File: src/rtl/deq_pkg.sv
// Package for the double-ended queue: request and response structs,
// opcode and state enums, and default sizes.
// No dependencies; used by the queue top level.
package deq_pkg;

  // Field widths of the request and response ports
  localparam int WORD_W  = 32;
  localparam int CNT_W   = 5;
  localparam int OP_W    = 3;

  // Default sizes for the ring store
  localparam int DEPTH_DEF      = 16;
  localparam int DATA_WIDTH_DEF = 32;

  typedef enum logic [OP_W-1:0] {
    OP_PUSH_FRONT = 3'd0,
    OP_PUSH_BACK  = 3'd1,
    OP_POP_FRONT  = 3'd2,
    OP_POP_BACK   = 3'd3,
    OP_CLEAR      = 3'd4
  } opcode_t;

  typedef enum logic {
    ST_IDLE = 1'b0,
    ST_FILL = 1'b1
  } state_t;

  typedef struct packed {
    opcode_t                   opcode;
    logic signed [WORD_W-1:0]  push_value;
  } in_req_t;

  typedef struct packed {
    logic signed [WORD_W-1:0]  popped_value;
    logic                      pop_on_empty;
    logic                      push_dropped;
    logic signed [WORD_W-1:0]  front_value;
    logic signed [WORD_W-1:0]  back_value;
    logic                      is_empty;
    logic [CNT_W-1:0]          entry_count;
  } out_rsp_t;

endpackage

File: src/rtl/deq_ram.sv
// Generic simple dual-port RAM: one write port, one read port with
// registered read data. No dependencies.
module deq_ram #(
  parameter int WIDTH = 32,
  parameter int DEPTH = 16
) (
  input  logic                     clk,
  input  logic                     wr_en,
  input  logic [$clog2(DEPTH)-1:0] wr_addr,
  input  logic [WIDTH-1:0]         wr_data,
  input  logic                     rd_en,
  input  logic [$clog2(DEPTH)-1:0] rd_addr,
  output logic [WIDTH-1:0]         rd_data
);

  logic [WIDTH-1:0] mem [DEPTH];

  // Write and registered read
  always_ff @(posedge clk) begin
    if (wr_en) begin
      mem[wr_addr] <= wr_data;
    end
    if (rd_en) begin
      rd_data <= mem[rd_addr];
    end
  end

endmodule

File: src/rtl/double_ended_queue.sv
// Double-ended queue over a ring store; uses deq_pkg and deq_ram.
// The response is registered: it is valid in the cycle after the request is taken. A pop
// that leaves two or more words first passes through the fill state, which takes the ring
// store read of the new end word. One request per cycle otherwise, while output is not stalled.
// Reset clears head index, count and output valid; the ring store is not
// cleared and needs no clearing pass.
module double_ended_queue #(
  parameter int DEPTH      = deq_pkg::DEPTH_DEF,
  parameter int DATA_WIDTH = deq_pkg::DATA_WIDTH_DEF
) (
  input  logic              clk,
  input  logic              rst_n,
  input  logic              in_valid,
  output logic              in_stall,
  input  deq_pkg::in_req_t  in_req,
  output logic              out_valid,
  input  logic              out_stall,
  output deq_pkg::out_rsp_t out_rsp
);

  localparam int AW  = $clog2(DEPTH);
  localparam int SW  = AW + 1;
  localparam int CW  = $clog2(DEPTH + 1);
  localparam int DW  = DATA_WIDTH;
  localparam int OW  = deq_pkg::WORD_W;
  localparam int OCW = deq_pkg::CNT_W;
  localparam int XW  = (DW > OW) ? DW : OW;

  // Ring position head + off, wrapped once
  function automatic logic [AW-1:0] ring_pos(input logic [AW-1:0] h,
                                              input logic [CW-1:0] off);
    logic [SW-1:0] sum;
    sum = SW'(h) + SW'(off);
    if (sum >= SW'(DEPTH)) begin
      sum = sum - SW'(DEPTH);
    end
    return sum[AW-1:0];
  endfunction

  // Fit a stored word to the response field width
  function automatic logic [OW-1:0] widen(input logic [DW-1:0] w);
    logic [XW-1:0] t;
    t = XW'(w);
    return t[OW-1:0];
  endfunction

  deq_pkg::state_t   state_r, state_nxt;
  logic [AW-1:0]     head_r, head_nxt;
  logic [CW-1:0]     count_r, count_nxt;
  logic              out_valid_r, out_valid_nxt;
  logic [DW-1:0]     front_r, front_nxt;
  logic [DW-1:0]     back_r, back_nxt;
  logic [DW-1:0]     popped_r, popped_nxt;
  logic              pop_empty_r, pop_empty_nxt;
  logic              dropped_r, dropped_nxt;
  logic              fill_front_r, fill_front_nxt;
  deq_pkg::out_rsp_t out_rsp_r, rsp_nxt;
  logic              out_load;

  logic              accept;
  logic [DW-1:0]     push_word;
  logic              is_full;
  logic              wr_en;
  logic [AW-1:0]     wr_addr;
  logic              rd_en;
  logic [AW-1:0]     rd_addr;
  logic [DW-1:0]     rd_data;

  assign in_stall  = (state_r != deq_pkg::ST_IDLE) || (out_valid_r && out_stall);
  assign accept    = in_valid && !in_stall;
  assign push_word = DW'(in_req.push_value);
  assign is_full   = (count_r == CW'(DEPTH));
  assign out_valid = out_valid_r;
  assign out_rsp   = out_rsp_r;

  deq_ram #(
    .WIDTH (DW),
    .DEPTH (DEPTH)
  ) u_ram (
    .clk     (clk),
    .wr_en   (wr_en),
    .wr_addr (wr_addr),
    .wr_data (push_word),
    .rd_en   (rd_en),
    .rd_addr (rd_addr),
    .rd_data (rd_data)
  );

  // Command decode, end-word tracking and ring store access
  always_comb begin
    state_nxt      = state_r;
    head_nxt       = head_r;
    count_nxt      = count_r;
    front_nxt      = front_r;
    back_nxt       = back_r;
    popped_nxt     = popped_r;
    pop_empty_nxt  = pop_empty_r;
    dropped_nxt    = dropped_r;
    fill_front_nxt = fill_front_r;
    out_valid_nxt  = out_valid_r && out_stall;
    out_load       = 1'b0;
    wr_en          = 1'b0;
    wr_addr        = head_r;
    rd_en          = 1'b0;
    rd_addr        = head_r;

    case (state_r)
      deq_pkg::ST_IDLE: begin
        if (accept) begin
          popped_nxt    = '1;
          pop_empty_nxt = 1'b0;
          dropped_nxt   = 1'b0;
          case (in_req.opcode)
            deq_pkg::OP_PUSH_FRONT: begin
              if (is_full) begin
                dropped_nxt = 1'b1;
              end else begin
                head_nxt  = (head_r == '0) ? AW'(DEPTH - 1) : head_r - AW'(1);
                wr_en     = 1'b1;
                wr_addr   = head_nxt;
                count_nxt = count_r + CW'(1);
                front_nxt = push_word;
                if (count_r == '0) begin
                  back_nxt = push_word;
                end
              end
            end
            deq_pkg::OP_PUSH_BACK: begin
              if (is_full) begin
                dropped_nxt = 1'b1;
              end else begin
                wr_en     = 1'b1;
                wr_addr   = ring_pos(head_r, count_r);
                count_nxt = count_r + CW'(1);
                back_nxt  = push_word;
                if (count_r == '0) begin
                  front_nxt = push_word;
                end
              end
            end
            deq_pkg::OP_POP_FRONT: begin
              if (count_r == '0) begin
                pop_empty_nxt = 1'b1;
              end else begin
                popped_nxt = front_r;
                head_nxt   = (head_r == AW'(DEPTH - 1)) ? '0 : head_r + AW'(1);
                count_nxt  = count_r - CW'(1);
                if (count_nxt == CW'(1)) begin
                  front_nxt = back_r;
                end else if (count_nxt > CW'(1)) begin
                  // fetch the new front word
                  rd_en          = 1'b1;
                  rd_addr        = head_nxt;
                  fill_front_nxt = 1'b1;
                end
              end
            end
            deq_pkg::OP_POP_BACK: begin
              if (count_r == '0) begin
                pop_empty_nxt = 1'b1;
              end else begin
                popped_nxt = back_r;
                count_nxt  = count_r - CW'(1);
                if (count_nxt == CW'(1)) begin
                  back_nxt = front_r;
                end else if (count_nxt > CW'(1)) begin
                  // fetch the new back word
                  rd_en          = 1'b1;
                  rd_addr        = ring_pos(head_r, count_nxt - CW'(1));
                  fill_front_nxt = 1'b0;
                end
              end
            end
            deq_pkg::OP_CLEAR: begin
              count_nxt = '0;
            end
            default: begin
            end
          endcase
          if (rd_en) begin
            state_nxt = deq_pkg::ST_FILL;
          end else begin
            out_valid_nxt = 1'b1;
            out_load      = 1'b1;
          end
        end
      end
      deq_pkg::ST_FILL: begin
        // take the read word as the new end and issue the response
        if (fill_front_r) begin
          front_nxt = rd_data;
        end else begin
          back_nxt = rd_data;
        end
        out_valid_nxt = 1'b1;
        out_load      = 1'b1;
        state_nxt     = deq_pkg::ST_IDLE;
      end
      default: begin
        state_nxt = deq_pkg::ST_IDLE;
      end
    endcase
  end

  // Assemble the response from the updated queue
  always_comb begin
    rsp_nxt.popped_value = widen(popped_nxt);
    rsp_nxt.pop_on_empty = pop_empty_nxt;
    rsp_nxt.push_dropped = dropped_nxt;
    rsp_nxt.is_empty     = (count_nxt == '0);
    rsp_nxt.entry_count  = OCW'(count_nxt);
    if (count_nxt == '0) begin
      rsp_nxt.front_value = widen('1);
      rsp_nxt.back_value  = widen('1);
    end else begin
      rsp_nxt.front_value = widen(front_nxt);
      rsp_nxt.back_value  = widen(back_nxt);
    end
  end

  // Control registers
  always_ff @(posedge clk) begin
    if (!rst_n) begin
      state_r     <= deq_pkg::ST_IDLE;
      head_r      <= '0;
      count_r     <= '0;
      out_valid_r <= 1'b0;
    end else begin
      state_r     <= state_nxt;
      head_r      <= head_nxt;
      count_r     <= count_nxt;
      out_valid_r <= out_valid_nxt;
    end
  end

  // Payload registers: end words, pending response parts, output slot
  always_ff @(posedge clk) begin
    front_r      <= front_nxt;
    back_r       <= back_nxt;
    popped_r     <= popped_nxt;
    pop_empty_r  <= pop_empty_nxt;
    dropped_r    <= dropped_nxt;
    fill_front_r <= fill_front_nxt;
    if (out_load) begin
      out_rsp_r <= rsp_nxt;
    end
  end

endmodule

File: config.mk
export PLATFORM = sky130hd
export DESIGN_NAME = double_ended_queue
export DESIGN_NICKNAME = d
export VERILOG_FILES = /design/src/rtl/deq_pkg.sv /design/src/rtl/deq_ram.sv /design/src/rtl/double_ended_queue.sv
export SDC_FILE = /design/constraint.sdc
export NUM_CORES = 1
export LEC_CHECK = 0
export BUFFER_PORTS_ARGS = -buffer_cell sky130_fd_sc_hd__buf_2
export CORE_ASPECT_RATIO = 1.1
export CORE_MARGIN = 3
export CORE_UTILIZATION = 45
export DETAILED_ROUTE_END_ITERATION = 7
export PLACE_DENSITY = 0.66
export SYNTH_ARGS = -nofsm -noshare
export SYNTH_HDL_FRONTEND = slang
export SYNTH_SLANG_ARGS = --single-unit
File: constraint.sdc
create_clock -name clk -period 6.25 [get_ports clk]
set_clock_uncertainty 0.15 [all_clocks]
set_input_delay 0.3125 -clock clk [delete_from_list [all_inputs] [get_ports clk]]
set_output_delay 0.3125 -clock clk [all_outputs]
set_load 0.005 [all_outputs]
==> results.sh, run 1 <==
export IMPL_critPathBufInv=3
export IMPL_reg2reg_to="u_ram.rd_data[28]"
export IMPL_critical_path_slowest_cell="nand2_2"
export IMPL_grt_usage_pct=25.49
export IMPL_cp_cell_sequence="inv_1 > ha_1 > or3_1 > nor4_1 > nor3_2 > nand2_2 > inv_1 > o21ai_1 > nand2b_1 > buf_4 > a311oi_1 > or3_1"
export IMPL_tightest_slew_ns=1.166
export IMPL_cts_hold_buffers=24
export IMPL_synth_ff_type="edfxtp_1"
export IMPL_cts_tree="done"
export IMPL_ios=145
export IMPL_instances_no_fill=4148
export IMPL_worst_slack_ns=1.243
export IMPL_p_per_area_nw_per_um2=289.2
export IMPL_max_freq_ghz=0.1997
export IMPL_drc_errors=0
export IMPL_wl_per_cell_um=25.64
export IMPL_cts_sinks=758
export IMPL_crit_arrival_ns=5.21
export IMPL_via_per_inst=6.329
export IMPL_synthCells=3016
export IMPL_dieArea_um2=80690
export IMPL_dieWidth_um=271.1
export IMPL_ys_seq_elements=758
export IMPL_cts_resized=0
export IMPL_globalRoute_totalOverflow=0
export IMPL_power_ir_vdd_worst_v=0.0001843
export IMPL_antenna_found_initial=11
export IMPL_area_delta_synth_final_pct=12.41
export IMPL_rsz0062_at_grt="no"
export IMPL_hold_viol_final=0
export IMPL_fin_tns_setup_ns=0
export IMPL_fin_nets=3122
export IMPL_fin_hold_ws_ns=0.03996
export IMPL_min_path_type="in2reg"
export IMPL_setup_worst_path_start_class="register"
export IMPL_synth_edf_count=649
export IMPL_placedInstanceArea_um2=36600
export IMPL_slew_headroom_pct=22.27
export IMPL_first_pass_iters=6
export IMPL_ys_seq_area_share_pct=62.28
export IMPL_drv_cap=0
export IMPL_hold_path_cell_count=1
export IMPL_finalPower_mw=11.31
export IMPL_vias=26250
export IMPL_cp_slowest_stage_delay_ns=0.63
export IMPL_post_route_util_pct=51.28
export IMPL_status="completed"
export IMPL_criticalPathCategory="reg2reg"
export IMPL_fin_crit_sh_pct=80.11
export IMPL_crit_fanout=34
export IMPL_rows=106
export IMPL_place_inst=3994
export IMPL_clk_path_buf_depth=3
export IMPL_drt_initial_drc_count=2881
export IMPL_power_leakage_nw=13.37
export IMPL_place_gp_congestion=0.8546
export IMPL_portBuffers=144
export IMPL_htreeDepth=3
export IMPL_layout_drive_gt1_share_pct=13.26
export IMPL_syn_avg_cell_area_um2=11.54
export IMPL_ant_nets=0
export IMPL_hold_start="in_req[9]"
export IMPL_dp_hpwl_mm=62.34
export IMPL_async_reset_ff_share_pct=0
export IMPL_setup_violations=0
export IMPL_postLayoutCellArea_um2=39110
export IMPL_cts_setup_buffers=0
export IMPL_synth_nets=3070
export IMPL_drt_wl_total_mm=106.4
export IMPL_start_util_pct=45.62
export IMPL_path_clk_slew_ns=0.06
export IMPL_numCtsBuffers=74
export IMPL_grt_pass1_wl_mm=158.4
export IMPL_reg2reg_slack_ns=1.24
export IMPL_cp_data_required_time_ns=6.46
export IMPL_place_ws_ns=1.323
export IMPL_grt_max_degree=89
export IMPL_clock_latency_ns=0.62
export IMPL_ys_warn_count=0
export IMPL_hold_path_end="u_ram.mem[11][9]"
export IMPL_core_um2=76260
export IMPL_rr_startpoint="count_r[1]"
export IMPL_chipHeight_um=297.6
export IMPL_synth_cell_types=68
export IMPL_clock_root_buffer="clkbuf_16"
export IMPL_grt_pass1_vias=25310
export IMPL_endpoint_kind="register"
export IMPL_min_period_ns=5.007
export IMPL_crit_family="simple AND/OR/NAND/NOR gates"
export IMPL_netlist_area_um2=34790
export IMPL_finalMaxSlewViolations=0
export IMPL_r2r_cells=12
## synthesized netlist by cell type, drive strengths merged, types with 25 or more instances
master	count	share of area (%)
a211oi	165	3.6
a21o	67	1.4
a21oi	245	3.6
a221oi	31	0.78
a22o	32	0.81
a311o	26	0.75
a311oi	98	2.5
buf	100	1.5
clkbuf	164	1.8
dfxtp	109	6.3
edfxtp	649	56
inv	46	0.50
mux2	51	1.7
mux2i	53	1.5
nand2	573	6.2
nand2b	69	1.2
nor2	52	0.57
nor3	41	0.60
o211ai	26	0.56
o21a	105	2.3
o21ai	131	1.9
o22ai	25	0.45
## cells in the final DEF, fill, tap and decap left out, drive strengths merged, types with 7 or more instances in the layout
cell type / instances
edfxtp: 649
xnor2: 7
nor3: 41
nand2b: 69
a221oi: 31
clkbuf: 104
a22o: 32
dlygate4sd3: 24
dfxtp: 109
a21o: 67
o22ai: 25
a211oi: 165
nand3: 23
mux2i: 53
a32oi: 14
inv: 48
o211ai: 26
a21oi: 245
o21a: 105
buf: 216
o21ai: 131
nand2: 573
nor2: 52
or3: 21
a311o: 26
clkinv: 18
o32ai: 19
a311oi: 98
mux2: 51
ha: 13
## how the worst max path moves through the flow
stage                           from                 to  slack (ns)  depth (start not counted)
after floorplan           count_r[0]         out_rsp[0]        1.05                         11
after global placement    count_r[1]  u_ram.rd_data[16]        1.50                         10
after detailed placement  count_r[0]  u_ram.rd_data[28]        1.32                         12
after CTS                 count_r[1]  u_ram.rd_data[28]        1.31                         12
after global routing      count_r[0]  u_ram.rd_data[31]        0.92                         12
final                     count_r[1]  u_ram.rd_data[28]        1.24                         12
## sequential cells by signal (all words and copies together), names as in the netlist
register       cells
out_valid          1
out_rsp          104
head_r             4
dropped_r          1
state_r            1
count_r            5
pop_empty_r        1
u_ram.mem        512
back_r            32
front_r           32
u_ram.rd_data     32
fill_front_r       1
popped_r          32
## cells by family (layout without fill, tap and decap cells)
group | Yosys count | count (layout) | share of synthesized area, %
AO/OA/AOI/OAI | 1015 | 1015 | 20.14
XOR/XNOR | 8 | 8 | 0.2014
adder cells (fa/ha/maj) | 15 | 15 | 0.5826
buffers and inverters | 310 | 415 | 3.726
flip-flops | 758 | 758 | 62.28
multiplexers | 104 | 104 | 3.175
other | 0 | 1 | 0
AND/OR/NAND/NOR | 806 | 806 | 9.893
## layout make-up
| type | instances | area [um2] |
|---|---|---|
| repair buffers | 240 | 1627 |
| well taps | 1026 | 1284 |
| inverters | 46 | 172.7 |
| diodes | 1 | 2.502 |
| clock inverters | 25 | 231.5 |
| clock buffers | 104 | 2037 |
| fillers | 6438 | 37150 |
| multi-input cells | 1948 | 12080 |
| flip-flops and latches | 758 | 21680 |
## routing by layer
layer  wire length, um  global-route usage (%)  share of wire (%)
met2             50510                   42.18                 47
met3              9428                   3.912                8.9
met5                13                       0              0.012
met1             42310                   33.69                 40
met4              4101                   10.36                3.9
## where the power goes
part / switching (mW) / internal (mW) / leakage [nW]
combinational: 0.736 / 0.426 / 5.58
sequential: 0.168 / 5.72 / 6.69
clock: 1.90 / 2.37 / 1.09
total: 2.80 / 8.51 / 13.4
Note: power is estimated with default switching activity, not from simulation.
==> run 2, diff against run 1 <==
--- a/config.mk
+++ b/config.mk
@@ -5,12 +5,13 @@
 export SDC_FILE = /design/constraint.sdc
 export NUM_CORES = 1
 export LEC_CHECK = 0
+export ABC_AREA = 1
 export BUFFER_PORTS_ARGS = -buffer_cell sky130_fd_sc_hd__buf_2
 export CORE_ASPECT_RATIO = 1.1
 export CORE_MARGIN = 3
 export CORE_UTILIZATION = 45
 export DETAILED_ROUTE_END_ITERATION = 7
-export PLACE_DENSITY = 0.66
+export PLACE_DENSITY = 0.69
 export SYNTH_ARGS = -nofsm -noshare
 export SYNTH_HDL_FRONTEND = slang
 export SYNTH_SLANG_ARGS = --single-unit
==> constraint.sdc (replaced) <==
create_clock -name clk -period 4.1 [get_ports clk]
set_clock_uncertainty 0.15 [all_clocks]
set_input_delay 0.205 -clock clk [delete_from_list [all_inputs] [get_ports clk]]
set_output_delay 0.205 -clock clk [all_outputs]
set_load 0.005 [all_outputs]
==> run 2 against run 1 <==
  * Area after synthesis rose by 0.31%
  * Cell area rose by 1.7%
  * Global-route usage fell by 1.7 points
  * Core utilization rose by 0.77 points
  * Sequential cell count did not move
  * Critical path depth did not move
  * Die area rose by 0.30%
==> results.sh, run 2 <==
export IMPL_status="completed"
export IMPL_fin_nets=3785
export IMPL_dieArea_um2=80940
export IMPL_clk_path_buf_depth=3
export IMPL_cts_setup_buffers=0
export IMPL_min_period_ns=3.880
export IMPL_cp_cell_sequence="inv_1 > ha_1 > buf_4 > nand3_4 > nor2_1 > nor2_1 > inv_1 > nor3_1 > o21ai_0 > dlygate4sd3_1 > a31oi_1 > dlygate4sd3_1"
export IMPL_ys_warn_count=0
export IMPL_fin_tns_setup_ns=0
export IMPL_postLayoutCellArea_um2=39770
export IMPL_rsz0062_at_grt="no"
export IMPL_cts_tree="done"
export IMPL_layout_drive_gt1_share_pct=10.16
export IMPL_cts_sinks=758
export IMPL_power_ir_vdd_worst_v=0.0003526
export IMPL_criticalPathCategory="reg2reg"
export IMPL_hold_path_cell_count=3
export IMPL_fin_crit_sh_pct=94.63
export IMPL_place_gp_congestion=0.9038
export IMPL_hold_start="in_req[32]"
export IMPL_p_per_area_nw_per_um2=471.1
export IMPL_cp_slowest_stage_delay_ns=0.81
export IMPL_min_path_type="in2reg"
export IMPL_netlist_area_um2=34900
export IMPL_largest_register_ffs=512
export IMPL_path_clk_slew_ns=0.07
export IMPL_crit_fanout=10
export IMPL_synth_cell_types=46
export IMPL_htreeDepth=3
export IMPL_placedInstanceArea_um2=36950
export IMPL_synthTopCellsByArea="edfxtp_1, nand2_1, nand3_1, dfxtp_1, inv_1"
export IMPL_area_delta_synth_final_pct=13.95
export IMPL_ys_seq_elements=758
export IMPL_dp_hpwl_mm=58.93
export IMPL_ys_seq_area_share_pct=62.09
export IMPL_place_inst=4643
export IMPL_grt_usage_pct=23.82
export IMPL_synth_most_common_cell="nand2_1"
export IMPL_power_leakage_nw=16.19
export IMPL_grtUsageMet2_pct=37.98
export IMPL_grt_use_met1_pct=32.81
export IMPL_synth_nets=3682
export IMPL_cp_data_required_time_ns=4.51
export IMPL_critical_path_slowest_cell="nor3_1"
export IMPL_gr_max_usage_layer="met2"
export IMPL_syn_avg_cell_area_um2=9.620
export IMPL_drv_cap=0
export IMPL_wl_per_cell_um=20.38
export IMPL_hold_viol_final=0
export IMPL_core_um2=76390
export IMPL_first_pass_iters=6
export IMPL_ant_nets=0
export IMPL_post_route_util_pct=52.06
export IMPL_tightest_slew_ns=1.060
export IMPL_synth_edf_count=649
export IMPL_rr_startpoint="count_r[1]"
export IMPL_setup_worst_path_start_class="register"
export IMPL_start_util_pct=45.68
export IMPL_rows=106
export IMPL_grt_pass1_wl_mm=150.3
export IMPL_synthCells=3628
export IMPL_crit_arrival_ns=4.29
export IMPL_crit_start="count_r[1]"
export IMPL_r2r_cells=12
export IMPL_nFillCells=6769
export IMPL_grt_pass1_vias=25120
export IMPL_grt_max_degree=161
export IMPL_instances_no_fill=4818
export IMPL_synth_ff_type="edfxtp_1"
export IMPL_drt_initial_drc_count=2850
export IMPL_ios=145
export IMPL_regMostFlops="u_ram.mem"
export IMPL_globalRoute_totalOverflow=0
export IMPL_setup_violations=0
export IMPL_numCtsBuffers=73
export IMPL_finalMaxSlewViolations=0
export IMPL_slew_headroom_pct=28.78
export IMPL_synth_top_area_share_pct=55.84
export IMPL_drt_wl_total_mm=98.20
export IMPL_synth_top_cell_by_area="edfxtp_1"
export IMPL_antenna_found_initial=2
export IMPL_layout_common_cells="nand2_1, nand3_1, edfxtp_1"
export IMPL_drc_errors=0
export IMPL_via_per_inst=5.588
export IMPL_max_freq_ghz=0.2577
export IMPL_endpoint_kind="register"
export IMPL_synth_common_cells="nand2_1, nand3_1, edfxtp_1, inv_1, o21ai_0"
export IMPL_async_reset_ff_share_pct=0
export IMPL_clock_latency_ns=0.62
export IMPL_clock_root_buffer="clkbuf_16"
export IMPL_vias=26920
export IMPL_portBuffers=144
export IMPL_dieWidth_um=271.5
export IMPL_layout_commonest_cell="nand2_1"
export IMPL_use_met3_pct=3.173
export IMPL_chipHeight_um=298.1
run 2: cell families after synthesis:
logic type | synth area share, %
AOI/OAI and AO/OA | 7.672
xor gates and xnor gates | 0.2259
adders and majority gates | 0.5808
buffers and inverters | 7.249
DFF | 62.09
and+or+nand+nor | 22.18
run 2: power by group:
group,internal (mW),switching (mW)
clock network,3.95,2.91
registers,8.90,0.231
logic,0.858,1.89
run 2: layout make-up:
class	count	area (um2)	area share, %
Antenna cell	1	2.502	0.006292
Clock buffer	94	1978	4.974
Clock inverter	41	449.2	1.130
Inverter	383	1440	3.621
Multi-Input combinational cell	2248	10900	27.41
Sequential cell	758	21670	54.50
Tap cell	1026	1284	3.228
Timing Repair Buffer	267	2042	5.135
run 2: path summary, 6_finish.rpt:
check,endpoint,slack [ns]
min reg2reg,popped_r[24],0.31
min,head_r[1],0.09
max,head_r[2],0.22
max reg2reg,head_r[2],0.22
run 2: repair_timing:
item	in CTS	in global routing
setup endpoints to repair	0	6
endpoints found under the hold margin	525	0
hold buffers	39	0
gates resized for setup	0	1
run 2: stage by stage:
| stage | hold slack, ns | setup WS, ns | power, mW |
|---|---|---|---|
| after detailed placement | 0.2896 | 0.3633 | 11.96 |
| after floorplan | 0.1539 | 0.09932 | 10.95 |
| after CTS | 0.04839 | 0.3009 | 18.82 |
| final | 0.09059 | 0.2200 | 18.74 |
| after global placement | 0.2832 | 0.3563 | 11.92 |
| after global routing | 0.1182 | 0.04992 | 19.51 |
run 2: metal layers:
metal	routed length, um	up-vias
met4	3905	0
met1	39480	12550
met5	0	-
li1	-	12660
met3	8920	233
met2	45900	1476
run 2: critical path: cells and delay by family, from the launching register on:
family | cells | cell delay (ns)
buf+inv | 5 | 1.54
simple gates | 4 | 1.15
flops | 1 | 0.45
compound gates | 2 | 0.29
fa+ha+maj | 1 | 0.22
